## src/rtl/bmc_pkg.sv

```systemverilog
package bmc_pkg;

    localparam int LEVEL_W     = 8;
    localparam int DUTY_W      = 12;
    localparam int TIMER_W     = 16;
    localparam int STEP_W      = 8;
    localparam int MODE_W      = 3;
    localparam int DAY_W       = 2;
    localparam int APB_ADDR_W  = 4;
    localparam int APB_DATA_W  = 32;
    localparam int DUTY_LEVELS = 12;
    localparam int TABLE_DEPTH = 32;
    localparam int TABLE_IDX_W = 5;

    localparam logic [DUTY_W-1:0] DUTY_MAX = 12'd3000;

    localparam logic [DUTY_W-1:0] DUTY_TABLE [TABLE_DEPTH] = '{
        12'd0,    12'd300,  12'd480,  12'd660,  12'd840,  12'd990,
        12'd1140, 12'd1500, 12'd1860, 12'd2220, 12'd2610, 12'd3000,
        12'd3000, 12'd3000, 12'd3000, 12'd3000, 12'd3000, 12'd3000,
        12'd3000, 12'd3000, 12'd3000, 12'd3000, 12'd3000, 12'd3000,
        12'd3000, 12'd3000, 12'd3000, 12'd3000, 12'd3000, 12'd3000,
        12'd3000, 12'd3000
    };

    localparam logic [LEVEL_W-1:0] NIGHT_MIN = 8'd1;
    localparam logic [LEVEL_W-1:0] NIGHT_MAX = 8'd11;
    localparam logic [LEVEL_W-1:0] DAY_MIN   = 8'd12;
    localparam logic [LEVEL_W-1:0] DAY_MAX   = 8'd22;

    localparam logic [DAY_W-1:0] DAY_UNKNOWN = 2'd0;
    localparam logic [DAY_W-1:0] DAY_NIGHT   = 2'd1;
    localparam logic [DAY_W-1:0] DAY_DAY     = 2'd2;

    localparam logic [MODE_W-1:0] MODE_CODE_NORMAL  = 3'd0;
    localparam logic [MODE_W-1:0] MODE_CODE_OFF     = 3'd1;
    localparam logic [MODE_W-1:0] MODE_CODE_FAIL    = 3'd2;
    localparam logic [MODE_W-1:0] MODE_CODE_DELAY   = 3'd3;
    localparam logic [MODE_W-1:0] MODE_CODE_OTA     = 3'd4;
    localparam logic [MODE_W-1:0] MODE_CODE_OTA_DLY = 3'd5;

    localparam logic [1:0] REG_FAIL_OFF_DELAY = 2'd0;
    localparam logic [1:0] REG_OTA_EXIT_DELAY = 2'd1;
    localparam logic [1:0] REG_OTA_TIMEOUT    = 2'd2;
    localparam logic [1:0] REG_RAMP_STEP      = 2'd3;

    typedef enum logic [5:0] {
        MODE_NORMAL  = 6'b000001,
        MODE_OFF     = 6'b000010,
        MODE_FAIL    = 6'b000100,
        MODE_DELAY   = 6'b001000,
        MODE_OTA     = 6'b010000,
        MODE_OTA_DLY = 6'b100000
    } bmc_mode_t;

    typedef struct packed {
        logic [TIMER_W-1:0] fail_off_delay;
        logic [TIMER_W-1:0] ota_exit_delay;
        logic [TIMER_W-1:0] ota_timeout;
        logic [STEP_W-1:0]  ramp_step;
    } bmc_cfg_t;

    typedef struct packed {
        bmc_mode_t          cur_mode;
        bmc_mode_t          prev_mode;
        logic [DUTY_W-1:0]  target_duty;
        logic [DUTY_W-1:0]  prev_target;
        logic [DUTY_W-1:0]  ramped_duty;
        logic [TIMER_W-1:0] tick_timer;
        logic [TIMER_W-1:0] minute_timer;
        logic [DAY_W-1:0]   day_flag;
    } bmc_state_t;

    localparam bmc_state_t STATE_RESET = '{
        cur_mode:     MODE_NORMAL,
        prev_mode:    MODE_NORMAL,
        target_duty:  '0,
        prev_target:  '0,
        ramped_duty:  '0,
        tick_timer:   '0,
        minute_timer: '0,
        day_flag:     DAY_UNKNOWN
    };

    function automatic logic [DUTY_W-1:0] duty_lookup(input logic [LEVEL_W-1:0] level);
        logic [LEVEL_W-1:0] idx;
        idx = level;
        if (idx > LEVEL_W'(DUTY_LEVELS - 1))
        begin
            idx = LEVEL_W'(DUTY_LEVELS - 1);
        end
        if (idx > LEVEL_W'(TABLE_DEPTH - 1))
        begin
            idx = LEVEL_W'(TABLE_DEPTH - 1);
        end
        return DUTY_TABLE[idx[TABLE_IDX_W-1:0]];
    endfunction

    function automatic logic [MODE_W-1:0] mode_code(input bmc_mode_t m);
        logic [MODE_W-1:0] code;
        unique case (m)
            MODE_NORMAL:  code = MODE_CODE_NORMAL;
            MODE_OFF:     code = MODE_CODE_OFF;
            MODE_FAIL:    code = MODE_CODE_FAIL;
            MODE_DELAY:   code = MODE_CODE_DELAY;
            MODE_OTA:     code = MODE_CODE_OTA;
            MODE_OTA_DLY: code = MODE_CODE_OTA_DLY;
            default:      code = MODE_CODE_NORMAL;
        endcase
        return code;
    endfunction

endpackage

```

## src/rtl/bmc_if.sv

```systemverilog
interface bmc_tick_if
    import bmc_pkg::*;
();
    logic               valid;
    logic               ready;
    logic [LEVEL_W-1:0] light_level;
    logic               voltage_normal;
    logic               ota_request;
    logic               gear_on;

    modport source (output valid, output light_level, output voltage_normal,
                    output ota_request, output gear_on, input ready);
    modport sink   (input valid, input light_level, input voltage_normal,
                    input ota_request, input gear_on, output ready);
endinterface

interface bmc_status_if
    import bmc_pkg::*;
();
    logic              valid;
    logic              ready;
    logic [DUTY_W-1:0] pwm_duty;
    logic [MODE_W-1:0] mode;
    logic [DAY_W-1:0]  day_night;
    logic              ota_clear;

    modport source (output valid, output pwm_duty, output mode, output day_night,
                    output ota_clear, input ready);
    modport sink   (input valid, input pwm_duty, input mode, input day_night,
                    input ota_clear, output ready);
endinterface

```

## src/rtl/backlight_mode_controller_unit.sv

```systemverilog
// Channel   Role  Beat contents
// tick      sink  light_level, voltage_normal, ota_request, gear_on
// status    src   pwm_duty, mode, day_night, ota_clear
// APB       cfg   fail_off_delay 0x0, ota_exit_delay 0x4, ota_timeout 0x8, ramp_step 0xC
//
// Each tick beat is worked combinationally by the mode logic between the state registers
// and the status register; the status beat appears the cycle after acceptance.
// A new tick is taken every cycle while the status register is empty or being drained,
// so a stalled status side holds one result and stops further ticks.
// Asynchronous reset returns the mode state to normal, empties the status register and
// loads the default configuration.
module backlight_mode_controller_unit
    import bmc_pkg::*;
(
    input  logic                  clk,
    input  logic                  rst_n,
    input  logic                  psel,
    input  logic                  penable,
    input  logic                  pwrite,
    input  logic [APB_ADDR_W-1:0] paddr,
    input  logic [APB_DATA_W-1:0] pwdata,
    output logic [APB_DATA_W-1:0] prdata,
    output logic                  pready,
    bmc_tick_if.sink              tick,
    bmc_status_if.source          status
);

    bmc_cfg_t          cfg_reg;
    bmc_state_t        state_reg;
    bmc_state_t        state_next;
    logic              clear_next;
    logic              accept;
    logic              valid_reg;
    logic [DUTY_W-1:0] duty_reg;
    logic [MODE_W-1:0] mode_reg;
    logic [DAY_W-1:0]  day_reg;
    logic              clear_reg;
    logic [1:0]        reg_index;

    assign pready    = 1'b1;
    assign reg_index = paddr[3:2];

    always_ff @(posedge clk or negedge rst_n)
    begin
        if (!rst_n)
        begin
            cfg_reg.fail_off_delay <= 16'd200;
            cfg_reg.ota_exit_delay <= 16'd300;
            cfg_reg.ota_timeout    <= 16'd18000;
            cfg_reg.ramp_step      <= 8'd30;
        end
        else if (psel && penable && pwrite && pready)
        begin
            unique case (reg_index)
                REG_FAIL_OFF_DELAY: cfg_reg.fail_off_delay <= pwdata[TIMER_W-1:0];
                REG_OTA_EXIT_DELAY: cfg_reg.ota_exit_delay <= pwdata[TIMER_W-1:0];
                REG_OTA_TIMEOUT:    cfg_reg.ota_timeout    <= pwdata[TIMER_W-1:0];
                REG_RAMP_STEP:      cfg_reg.ramp_step      <= pwdata[STEP_W-1:0];
                default:            cfg_reg.ramp_step      <= cfg_reg.ramp_step;
            endcase
        end
    end

    always_comb
    begin
        unique case (reg_index)
            REG_FAIL_OFF_DELAY: prdata = APB_DATA_W'(cfg_reg.fail_off_delay);
            REG_OTA_EXIT_DELAY: prdata = APB_DATA_W'(cfg_reg.ota_exit_delay);
            REG_OTA_TIMEOUT:    prdata = APB_DATA_W'(cfg_reg.ota_timeout);
            REG_RAMP_STEP:      prdata = APB_DATA_W'(cfg_reg.ramp_step);
            default:            prdata = '0;
        endcase
    end

    assign tick.ready = !valid_reg || status.ready;
    assign accept     = tick.valid && tick.ready;

    bmc_core u_core (
        .state          (state_reg),
        .cfg            (cfg_reg),
        .light_level    (tick.light_level),
        .voltage_normal (tick.voltage_normal),
        .ota_request    (tick.ota_request),
        .gear_on        (tick.gear_on),
        .state_next     (state_next),
        .ota_clear      (clear_next)
    );

    always_ff @(posedge clk or negedge rst_n)
    begin
        if (!rst_n)
        begin
            state_reg <= STATE_RESET;
            valid_reg <= 1'b0;
        end
        else
        begin
            if (accept)
            begin
                state_reg <= state_next;
                valid_reg <= 1'b1;
            end
            else if (status.ready)
            begin
                valid_reg <= 1'b0;
            end
        end
    end

    always_ff @(posedge clk)
    begin
        if (accept)
        begin
            duty_reg  <= state_next.ramped_duty;
            mode_reg  <= mode_code(state_next.cur_mode);
            day_reg   <= state_next.day_flag;
            clear_reg <= clear_next;
        end
    end

    assign status.valid     = valid_reg;
    assign status.pwm_duty  = duty_reg;
    assign status.mode      = mode_reg;
    assign status.day_night = day_reg;
    assign status.ota_clear = clear_reg;

    assert property (@(posedge clk) disable iff (!rst_n)
        (accept && !tick.voltage_normal) |=> (status.valid && status.mode == MODE_CODE_OFF))
        else $error("supply fault beat did not report off mode");

    assert property (@(posedge clk) disable iff (!rst_n)
        (status.valid && status.ota_clear) |-> (state_reg.minute_timer == '0))
        else $error("OTA clear reported while the minute timer is still running");

    assert property (@(posedge clk) disable iff (!rst_n)
        (state_reg.target_duty <= DUTY_MAX) && (state_reg.ramped_duty <= DUTY_MAX))
        else $error("duty beyond the table maximum");

    assert property (@(posedge clk) disable iff (!rst_n)
        (status.valid && !status.ready) |-> !tick.ready)
        else $error("tick taken while a stalled status beat is held");

endmodule

```

## src/rtl/bmc_core.sv

```systemverilog
module bmc_core
    import bmc_pkg::*;
(
    input  bmc_state_t         state,
    input  bmc_cfg_t           cfg,
    input  logic [LEVEL_W-1:0] light_level,
    input  logic               voltage_normal,
    input  logic               ota_request,
    input  logic               gear_on,
    output bmc_state_t         state_next,
    output logic               ota_clear
);

    logic              night;
    logic              day;
    logic              light_ok;
    logic [DUTY_W:0]   ramp_up;
    logic [DUTY_W-1:0] step;

    assign night    = (light_level >= NIGHT_MIN) && (light_level <= NIGHT_MAX);
    assign day      = (light_level >= DAY_MIN) && (light_level <= DAY_MAX);
    assign light_ok = night || day;
    assign step     = DUTY_W'(cfg.ramp_step);

    always_comb
    begin
        bmc_state_t n;
        n         = state;
        ota_clear = 1'b0;
        ramp_up   = '0;

        if (night)
        begin
            n.day_flag = DAY_NIGHT;
        end
        else if (day)
        begin
            n.day_flag = DAY_DAY;
        end

        if (n.minute_timer != '0)
        begin
            n.minute_timer = n.minute_timer - TIMER_W'(1);
        end

        if (!voltage_normal)
        begin
            n.prev_mode   = n.cur_mode;
            n.prev_target = n.target_duty;
            n.cur_mode    = MODE_OFF;
        end

        unique case (n.cur_mode)
            MODE_OFF:
            begin
                if (voltage_normal)
                begin
                    n.prev_mode   = n.cur_mode;
                    n.prev_target = n.target_duty;
                    n.cur_mode    = MODE_NORMAL;
                end
                n.target_duty = duty_lookup('0);
            end
            MODE_NORMAL:
            begin
                if (ota_request)
                begin
                    n.minute_timer = cfg.ota_timeout;
                    n.prev_mode    = n.cur_mode;
                    n.prev_target  = n.target_duty;
                    n.cur_mode     = MODE_OTA;
                    n.target_duty  = duty_lookup('0);
                end
                else if (day)
                begin
                    n.target_duty = duty_lookup('0);
                end
                else if (night)
                begin
                    n.target_duty = duty_lookup(light_level);
                end
                else
                begin
                    n.prev_mode   = n.cur_mode;
                    n.prev_target = n.target_duty;
                    n.cur_mode    = MODE_FAIL;
                end
            end
            MODE_FAIL, MODE_DELAY:
            begin
                if (ota_request)
                begin
                    n.minute_timer = cfg.ota_timeout;
                    n.prev_mode    = n.cur_mode;
                    n.prev_target  = n.target_duty;
                    n.cur_mode     = MODE_OTA;
                    n.target_duty  = duty_lookup('0);
                end
                else if (light_ok)
                begin
                    n.prev_mode   = n.cur_mode;
                    n.prev_target = n.target_duty;
                    n.cur_mode    = MODE_NORMAL;
                end
                else if (n.cur_mode == MODE_FAIL)
                begin
                    if (!gear_on)
                    begin
                        n.tick_timer  = cfg.fail_off_delay;
                        n.prev_mode   = n.cur_mode;
                        n.prev_target = n.target_duty;
                        n.cur_mode    = MODE_DELAY;
                    end
                end
                else
                begin
                    if (n.tick_timer != '0)
                    begin
                        n.tick_timer = n.tick_timer - TIMER_W'(1);
                    end
                    if (n.tick_timer == '0)
                    begin
                        n.target_duty = duty_lookup('0);
                    end
                end
            end
            MODE_OTA:
            begin
                if (!ota_request)
                begin
                    n.tick_timer  = cfg.ota_exit_delay;
                    n.prev_mode   = n.cur_mode;
                    n.prev_target = n.target_duty;
                    n.cur_mode    = MODE_OTA_DLY;
                end
                else if (n.minute_timer == '0)
                begin
                    n.cur_mode    = n.prev_mode;
                    n.target_duty = n.prev_target;
                    ota_clear     = 1'b1;
                end
            end
            MODE_OTA_DLY:
            begin
                if (n.tick_timer != '0)
                begin
                    n.tick_timer = n.tick_timer - TIMER_W'(1);
                end
                if (n.tick_timer == '0)
                begin
                    n.prev_mode   = n.cur_mode;
                    n.prev_target = n.target_duty;
                    n.cur_mode    = MODE_NORMAL;
                end
            end
            default:
            begin
                n = STATE_RESET;
            end
        endcase

        if (n.target_duty > n.ramped_duty)
        begin
            ramp_up = {1'b0, n.ramped_duty} + {1'b0, step};
            if (ramp_up > {1'b0, n.target_duty})
            begin
                n.ramped_duty = n.target_duty;
            end
            else
            begin
                n.ramped_duty = ramp_up[DUTY_W-1:0];
            end
        end
        else if (n.target_duty < n.ramped_duty)
        begin
            if (n.ramped_duty >= step)
            begin
                n.ramped_duty = n.ramped_duty - step;
            end
            else
            begin
                n.ramped_duty = '0;
            end
        end

        state_next = n;
    end

endmodule
```

## src/flat_wrapper.sv

```systemverilog
// flat-port wrapper written by rule: the top's interface ports become plain ports
module backlight_mode_controller_unit_flat import bmc_pkg::*;
  (clk, rst_n, psel, penable, pwrite, paddr, pwdata, prdata, pready, tick_valid, tick_light_level, tick_voltage_normal, tick_ota_request, tick_gear_on, tick_ready, status_valid, status_pwm_duty, status_mode, status_day_night, status_ota_clear, status_ready);
  bmc_tick_if tick_i ();
  bmc_status_if status_i ();
  input  logic clk;
  input  logic rst_n;
  input  logic psel;
  input  logic penable;
  input  logic pwrite;
  input  logic [APB_ADDR_W-1:0] paddr;
  input  logic [APB_DATA_W-1:0] pwdata;
  output logic [APB_DATA_W-1:0] prdata;
  output logic pready;
  input wire logic [$bits(tick_i.valid)-1:0] tick_valid;
  input wire logic [$bits(tick_i.light_level)-1:0] tick_light_level;
  input wire logic [$bits(tick_i.voltage_normal)-1:0] tick_voltage_normal;
  input wire logic [$bits(tick_i.ota_request)-1:0] tick_ota_request;
  input wire logic [$bits(tick_i.gear_on)-1:0] tick_gear_on;
  output wire logic [$bits(tick_i.ready)-1:0] tick_ready;
  output wire logic [$bits(status_i.valid)-1:0] status_valid;
  output wire logic [$bits(status_i.pwm_duty)-1:0] status_pwm_duty;
  output wire logic [$bits(status_i.mode)-1:0] status_mode;
  output wire logic [$bits(status_i.day_night)-1:0] status_day_night;
  output wire logic [$bits(status_i.ota_clear)-1:0] status_ota_clear;
  input wire logic [$bits(status_i.ready)-1:0] status_ready;
  assign tick_i.valid = tick_valid;
  assign tick_i.light_level = tick_light_level;
  assign tick_i.voltage_normal = tick_voltage_normal;
  assign tick_i.ota_request = tick_ota_request;
  assign tick_i.gear_on = tick_gear_on;
  assign tick_ready = tick_i.ready;
  assign status_valid = status_i.valid;
  assign status_pwm_duty = status_i.pwm_duty;
  assign status_mode = status_i.mode;
  assign status_day_night = status_i.day_night;
  assign status_ota_clear = status_i.ota_clear;
  assign status_i.ready = status_ready;
  backlight_mode_controller_unit u_core (.clk(clk), .rst_n(rst_n), .psel(psel), .penable(penable), .pwrite(pwrite), .paddr(paddr), .pwdata(pwdata), .prdata(prdata), .pready(pready), .tick(tick_i), .status(status_i));
endmodule
```

## config.mk

```make
export PLATFORM = sky130hd
export DESIGN_NAME = backlight_mode_controller_unit_flat
export DESIGN_NICKNAME = d
export VERILOG_FILES = /design/src/rtl/bmc_pkg.sv /design/src/rtl/bmc_if.sv /design/src/rtl/backlight_mode_controller_unit.sv /design/src/rtl/bmc_core.sv /design/src/flat_wrapper.sv
export SDC_FILE = /design/constraint.sdc
export NUM_CORES = 1
export LEC_CHECK = 0
export BUFFER_PORTS_ARGS = -buffer_cell sky130_fd_sc_hd__buf_2
export CAP_MARGIN = 5
export CORE_ASPECT_RATIO = 1.5
export CORE_UTILIZATION = 45
export CTS_BUF_LIST = sky130_fd_sc_hd__clkbuf_2 sky130_fd_sc_hd__clkbuf_4 sky130_fd_sc_hd__clkbuf_8
export CTS_CLUSTER_DIAMETER = 80
export DETAILED_ROUTE_END_ITERATION = 6
export GPL_ROUTABILITY_DRIVEN = 0
export PLACE_DENSITY = 0.74
export SLEW_MARGIN = 20
export SYNTH_ARGS = -nofsm -noshare
export SYNTH_HDL_FRONTEND = slang
export SYNTH_SLANG_ARGS = --single-unit
```

## constraint.sdc

```tcl
create_clock -name clk -period 11.6 [get_ports clk]
set_clock_uncertainty 0.1 [all_clocks]
set_input_delay 2.32 -clock clk [delete_from_list [all_inputs] [get_ports clk]]
set_output_delay 2.32 -clock clk [all_outputs]
set_load 0.01 [all_outputs]
```

==> flow_summary.toml, run 1 <==
[clock_tree]
cts_tree = "done"
cts_max_path_buffers = 2
cts_resized = 0
post_cts_buffers = 0
cts_buffers = 17
clkTransAtPathRegs_ns = 0.11
ctsHoldBuffers = 0
h-tree-depth = 4
cts_sinks = 157
clkLatencyLatePin_ns = 0.49
cts_root_buffer = "clkbuf_8"

[setup_path]
r2r-end = "u_core.state_reg[38]$_DFFE_PN0P_"
rr_worst_depth = 21
criticalPathCategory = "input port to flip-flop"
rrSetupSlack_ns = 4.32
worstPathRequired_ns = 11.79
crit_path_start_kind = "input port"
r2r-start = "u_core.state_reg[2]$_DFFE_PN0P_"
critPathArrivalTime_ns = 8.29
path_max_fanout = 33
cp-end-kind = "flip-flop"

[routing]
drcViolationCount = 0
drt-vias-per-instance = 6.239
dr.first_iter.drc_count = 826
first_pass_iters = 5
num_vias = 10390
antenna_left = 0
avgRoutedWirePerCell_um = 19.51
wl_um = 32480

[final_layout]
fill_cells = 2375
diodes = 0
layout.cells.non_filler = 1665
post-route-cell-area_sq_um = 12410
largest_register_ffs = 82
drive_gt1_frac = 0.1907
nets = 1428
syn_to_final_growth_pct = 8.443

[worst_hold_path]
holdPathEnd = "u_core.state_reg[0]$_DFFE_PN0P_"
hold_class = "flip-flop to flip-flop"
holdPathStages = 2
worstHoldStart = "u_core.state_reg[0]$_DFFE_PN0P_"

[floorplanning]
pin_count = 107
core_area_sq_um = 25050
rows = 71
dieArea_sq_um = 26080
die_x_um = 132.2
die-height_um = 197.3
initial_core_util = 0.4567

[sta]
setup_viol = 0
hold_violations = 0
fin_crit_ns = 8.098
drv_slew = 0
rsz0062_at_grt = "false"
slew_headroom = 0.2857
worst_pin_slew_ns = 1.067
fin_tns_setup_ns = 0
timing.final.crit_share = 0.6981
holdWs_ns = 0.3950
max_clock_freq_mhz = 123.5

[yosys]
syn_area_per_cell_sq_um = 8.821
ys_seq_elements = 157
netlist_area_sq_um = 11440
synth_warnings = 0
synth_flop_cell = "dfrtp_1"
syn_inst = 1297
seq_area_frac_synth = 0.3532
yosysUniqueCellTypes = 101
synth_edf_count = 18
ys_async_sr_fraction = 0.8854

[placed_design]
io_buffers = 71
dp_hpwl_um = 23800
dp.cells = 1633
post_dp_cell_area_sq_um = 11970

[global_route]
grt_max_degree = 76
gr-total-overflow = 0
antenna_found_initial = 0
grt_usage = 0.2549
grt_pass1_vias = 10130
grt_pass1_wl_um = 52560

[flow_run]
drv_cap = 0

[power_and_ir_drop]
p_leak_nw = 5.345
power_density_nw_per_um2 = 197.7
power_mw = 2.453
vdd_drop_max_uv = 141.8

[run_status]
status = "finished, final reports clean"
-- metrics by stage --
stage               worst slack [ns]  utilization
floorplan                      4.583            -
global placement               3.170       0.4780
detailed placement             3.112       0.4780
CTS                            3.708       0.4953
global route                   2.952       0.4953
finish                         3.502       0.4953
-- cell families after synthesis --
group,after synthesis,synth area share
flip-flops,157,0.3532
buffers and inverters,150,0.05545
multiplexers,91,0.09591
AND/OR/NAND/NOR,440,0.1941
adder cells (fa/ha/maj),50,0.05599
XOR/XNOR,22,0.01684
AO/OA/AOI/OAI,385,0.2278
other,2,0.0006564
-- area by class of cell --
class / instances / area (sq um) / area share
clock buffer: 17 / 234.0 / 0.01886
clock inverter: 15 / 198.9 / 0.01603
inverter: 61 / 229.0 / 0.01846
multi-input combinational: 1005 / 6849 / 0.5520
sequential: 157 / 4041 / 0.3257
tap: 328 / 410.4 / 0.03308
timing repair buffer: 82 / 444.2 / 0.03580
-- worst max-delay path: stages --
cell	delay [ns]
buf_2	0.47
nor4b_2	0.59
o211ai_2	0.30
nand3_1	0.67
nand2_1	0.27
inv_1	0.15
ha_1	0.34
nor3_1	0.23
o21ai_0	0.21
a31oi_1	0.30
and3_1	0.25
xor2_1	0.17
nand2_1	0.10
inv_1	0.10
ha_1	0.23
a21oi_1	0.15
o21ai_0	0.10
a21oi_1	0.15
a21oi_1	0.12
a31oi_2	0.19
buf_4	0.30
a221o_1	0.16
o21ai_1	0.07
o21ai_0	0.31
-- Yosys cell counts (all sizes together) (9+ instances only) --
cell    instances  area, sq um
nand2b         16        100.1
xor2            9        78.83
ha             48        600.6
o31ai           9        81.33
nor3           53        297.8
nor2b          21        131.4
a31oi          17        106.4
nand2         132        498.0
o22ai          10        62.56
buf            25        165.2
nor4           14        100.1
mux2           69        777.0
nand3          23        125.1
a21o           14        105.1
inv            60        225.2
and3           13        86.33
a22oi          14        105.1
nand4           9        56.30
mux2i          14        140.1
clkbuf         64        240.2
nor2           97        364.1
edfxtp         18        540.5
a221oi         14        128.9
xnor2          13        113.9
o21ai         118        590.6
dfstp          18        473.0
or4             9        78.82
dfrtp         121         3028
a21oi          81        420.4
and2           16        100.1
-- power by group --
part	internal (mW)	total [mW]	switching (mW)	leakage, nW
registers	0.698	0.821	0.123	1.95
clock network	0.186	0.452	0.266	0.212
logic	0.468	1.18	0.712	3.19
total	1.35	2.45	1.10	5.35
-- metal layers --
| metal | track usage | routed length [um] | vias to the layer above |
|---|---|---|---|
| met5 | 0 | 0 | - |
| met4 | 0.1537 | 1741 | 0 |
| met3 | 0.04029 | 1744 | 112 |
| met2 | 0.4437 | 16180 | 398 |
| met1 | 0.2949 | 12820 | 5067 |
| li1 | - | - | 4811 |
-- cells in the final DEF, fill, tap and decap left out, types with 21 or more instances in the layout --
cell type / instances
ha_1: 48
nand3_1: 21
inv_1: 60
mux2_2: 69
o21ai_0: 103
dfrtp_1: 121
nor3_1: 47
nor2b_1: 21
nand2_1: 130
buf_2: 70
nor2_1: 97
a21oi_1: 76
-- worst max path at each step --
| stage | cells past startpoint | startpoint | slack, ns | to |
|---|---|---|---|---|
| finish | 24 | tick_voltage_normal | 3.50 | u_core.status.pwm_duty[1]$_DFFE_PP_ |
| global route | 24 | tick_voltage_normal | 2.95 | u_core.status.pwm_duty[0]$_DFFE_PP_ |
| CTS | 24 | tick_voltage_normal | 3.71 | u_core.state_reg[38]$_DFFE_PN0P_ |
| detailed placement | 24 | tick_voltage_normal | 3.11 | u_core.state_reg[38]$_DFFE_PN0P_ |
| global placement | 24 | tick_voltage_normal | 3.17 | u_core.state_reg[38]$_DFFE_PN0P_ |
| floorplan | 24 | tick_voltage_normal | 4.58 | u_core.status.pwm_duty[10]$_DFFE_PP_ |
(Power assumes the default switching activity.)
==> run 2: changes to the inputs <==
==> constraint.sdc (replaced) <==
create_clock -name clk -period 8.1 [get_ports clk]
set_clock_uncertainty 0.1 [all_clocks]
set_input_delay 1.62 -clock clk [delete_from_list [all_inputs] [get_ports clk]]
set_output_delay 1.62 -clock clk [all_outputs]
set_load 0.01 [all_outputs]
==> run 2 against run 1 <==
  * Global-route usage grew 0.47 points
  * First-iteration DRC count grew 11%
  * Final area grew 0.66%
  * Clock-buffer cell count grew 1
  * Die area is the same
  * Core utilization grew 0.32 points
  * Cell count grew 0.60%
  * Routed wire length grew 1.3%
==> flow_summary.toml, run 2 (synthesis results as in run 1) <==
[run_status]
status = "finished, final reports clean"

[floorplanning]
pin_count = 107
rows = 71
die-height_um = 197.3
die_x_um = 132.2
core_area_sq_um = 25050
initial_core_util = 0.4567
dieArea_sq_um = 26080

[global_route]
gr-total-overflow = 0
grt_usage = 0.2596
antenna_found_initial = 0
grt_max_degree = 73
grt_pass1_wl_um = 53300
grt_pass1_vias = 10190

[final_layout]
diodes = 0
nets = 1438
final_cell_mix = "130 x nand2_1, 121 x dfrtp_1, 104 x o21ai_0, 96 x nor2_1, 76 x a21oi_1"
fill_cells = 2375
syn_to_final_growth_pct = 9.153
layout_commonest_cell = "nand2_1"
drive_gt1_frac = 0.1967
largest_register_ffs = 82

[sta]
worst_pin_slew_ns = 0.9480
fin_crit_ns = 6.803
worst_slack_ns = 1.297
max_clock_freq_mhz = 147.0
drv_slew = 0
setup_viol = 0
fin_tns_setup_ns = 0
slew_headroom = 0.3680
holdWs_ns = 0.3963
hold_violations = 0
timing.final.crit_share = 0.8398
rsz0062_at_grt = "false"

[setup_path]
r2r-end = "u_core.status.pwm_duty[6]$_DFFE_PP_"
rr_worst_depth = 20
crit_path_start_kind = "input port"
path_max_fanout = 15
critPathArrivalTime_ns = 7.05
slowest_stage = "a2111oi_1"
worstPathRequired_ns = 8.34
cp-end-kind = "flip-flop"
path_common_cell = "nand2_1"
rrSetupSlack_ns = 1.37
criticalPathCategory = "input port to flip-flop"
crit_path_cell_trace = "buf_2, nor4b_2, o211ai_2, nand3_1, nand2_1, inv_1, ha_1, nand2b_1, a21oi_1, o21ai_0, a31oi_1, nand2_1, xnor2_1, nand2_1, inv_1, ha_1, nand2_1, o21ai_0, a21oi_1, a21oi_1, a31oi_2, buf_4, a2111oi_1, o21ai_1"
r2r-start = "u_core.state_reg[2]$_DFFE_PN0P_"
worst_path_largest_cell_delay_ns = 0.66

[routing]
first_pass_iters = 7
avgRoutedWirePerCell_um = 19.65
dr.first_iter.drc_count = 914
num_vias = 10530
drt-vias-per-instance = 6.285
wl_um = 32910
drcViolationCount = 0
antenna_left = 0

[power_and_ir_drop]
vdd_drop_max_uv = 145.3
p_leak_nw = 5.407
power_mw = 3.554
power_density_nw_per_um2 = 284.6

[worst_hold_path]
hold_class = "flip-flop to flip-flop"
holdPathStages = 2
holdPathEnd = "u_core.state_reg[0]$_DFFE_PN0P_"
worstHoldStart = "u_core.state_reg[0]$_DFFE_PN0P_"

[placed_design]
pre_cts_ws_ns = 0.9337
io_buffers = 71
dp_hpwl_um = 24400

[clock_tree]
cts_root_buffer = "clkbuf_8"
ctsHoldBuffers = 0
cts_resized = 0
clkLatencyLatePin_ns = 0.49
cts_buffers = 17
post_cts_buffers = 0
cts_sinks = 157
h-tree-depth = 4
cts_tree = "done"
clkTransAtPathRegs_ns = 0.09
cts_max_path_buffers = 2

[flow_run]
drv_cap = 0
## run 2: cell types whose count changed in the layout (fill, tap and decap cells not counted)
cell / delta
buf_4: +10
clkinv_8: -5
o21ai_1: -1
inv_8: -1
inv_6: +5
clkinv_4: -1
nor2_2: +1
bufinv_16: +2
o21ai_0: +1
clkbuf_8: +1
nor3_2: -1
nor3_1: +1
clkinvlp_4: -1
nor2_1: -1
## run 2: final cells by class
class                           instances  area [sq um]  area share
Multi-Input combinational cell       1005          6847      0.5482
Inverter                               61         229.0     0.01833
Clock buffer                           18         247.7     0.01984
Clock inverter                         14         193.9     0.01553
Tap cell                              328         410.4     0.03286
Sequential cell                       157          4041      0.3236
Timing Repair Buffer                   92         519.2     0.04158
## run 2: how the worst max path moves through the flow
stage	from	endpoint	slack, ns
floorplan	tick_voltage_normal	u_core.status.pwm_duty[10]$_DFFE_PP_	1.78
CTS	tick_voltage_normal	u_core.state_reg[43]$_DFFE_PN0P_	1.46
global placement	tick_voltage_normal	u_core.state_reg[43]$_DFFE_PN0P_	1.05
global route	tick_voltage_normal	u_core.status.pwm_duty[1]$_DFFE_PP_	0.91
finish	tick_voltage_normal	u_core.state_reg[43]$_DFFE_PN0P_	1.30
detailed placement	tick_voltage_normal	u_core.state_reg[43]$_DFFE_PN0P_	0.93
## run 2: metrics by stage
step / cell area (sq um) / cells / utilization
6_report: 12490 / 1675 / 0.4985
2_1_floorplan: 11500 / 1312 / -
3_3_place_gp: 12040 / 1643 / 0.4808
3_5_place_dp: 12040 / 1643 / 0.4808
4_1_cts: 12490 / 1675 / 0.4984
5_1_grt: 12490 / 1675 / 0.4985
## run 2: routing by layer
layer	wire length (um)	share of wire	GRT usage
met1	12470	0.38	0.2950
met2	16900	0.51	0.4601
met3	1847	0.056	0.03746
met4	1697	0.052	0.1584
met5	0	0	0
## run 2: report_power, final
part / switching (mW) / internal, mW
registers: 0.178 / 0.999
clock network: 0.343 / 0.327
logic: 1.02 / 0.683
total: 1.54 / 2.01
## run 2: critical path: cells and delay by family
kind	cells	cell delay, ns
simple gates	7	1.71
buf+inv	4	0.57
xor+xnor	1	0.13
compound gates	10	2.44
fa+ha+maj	2	0.56
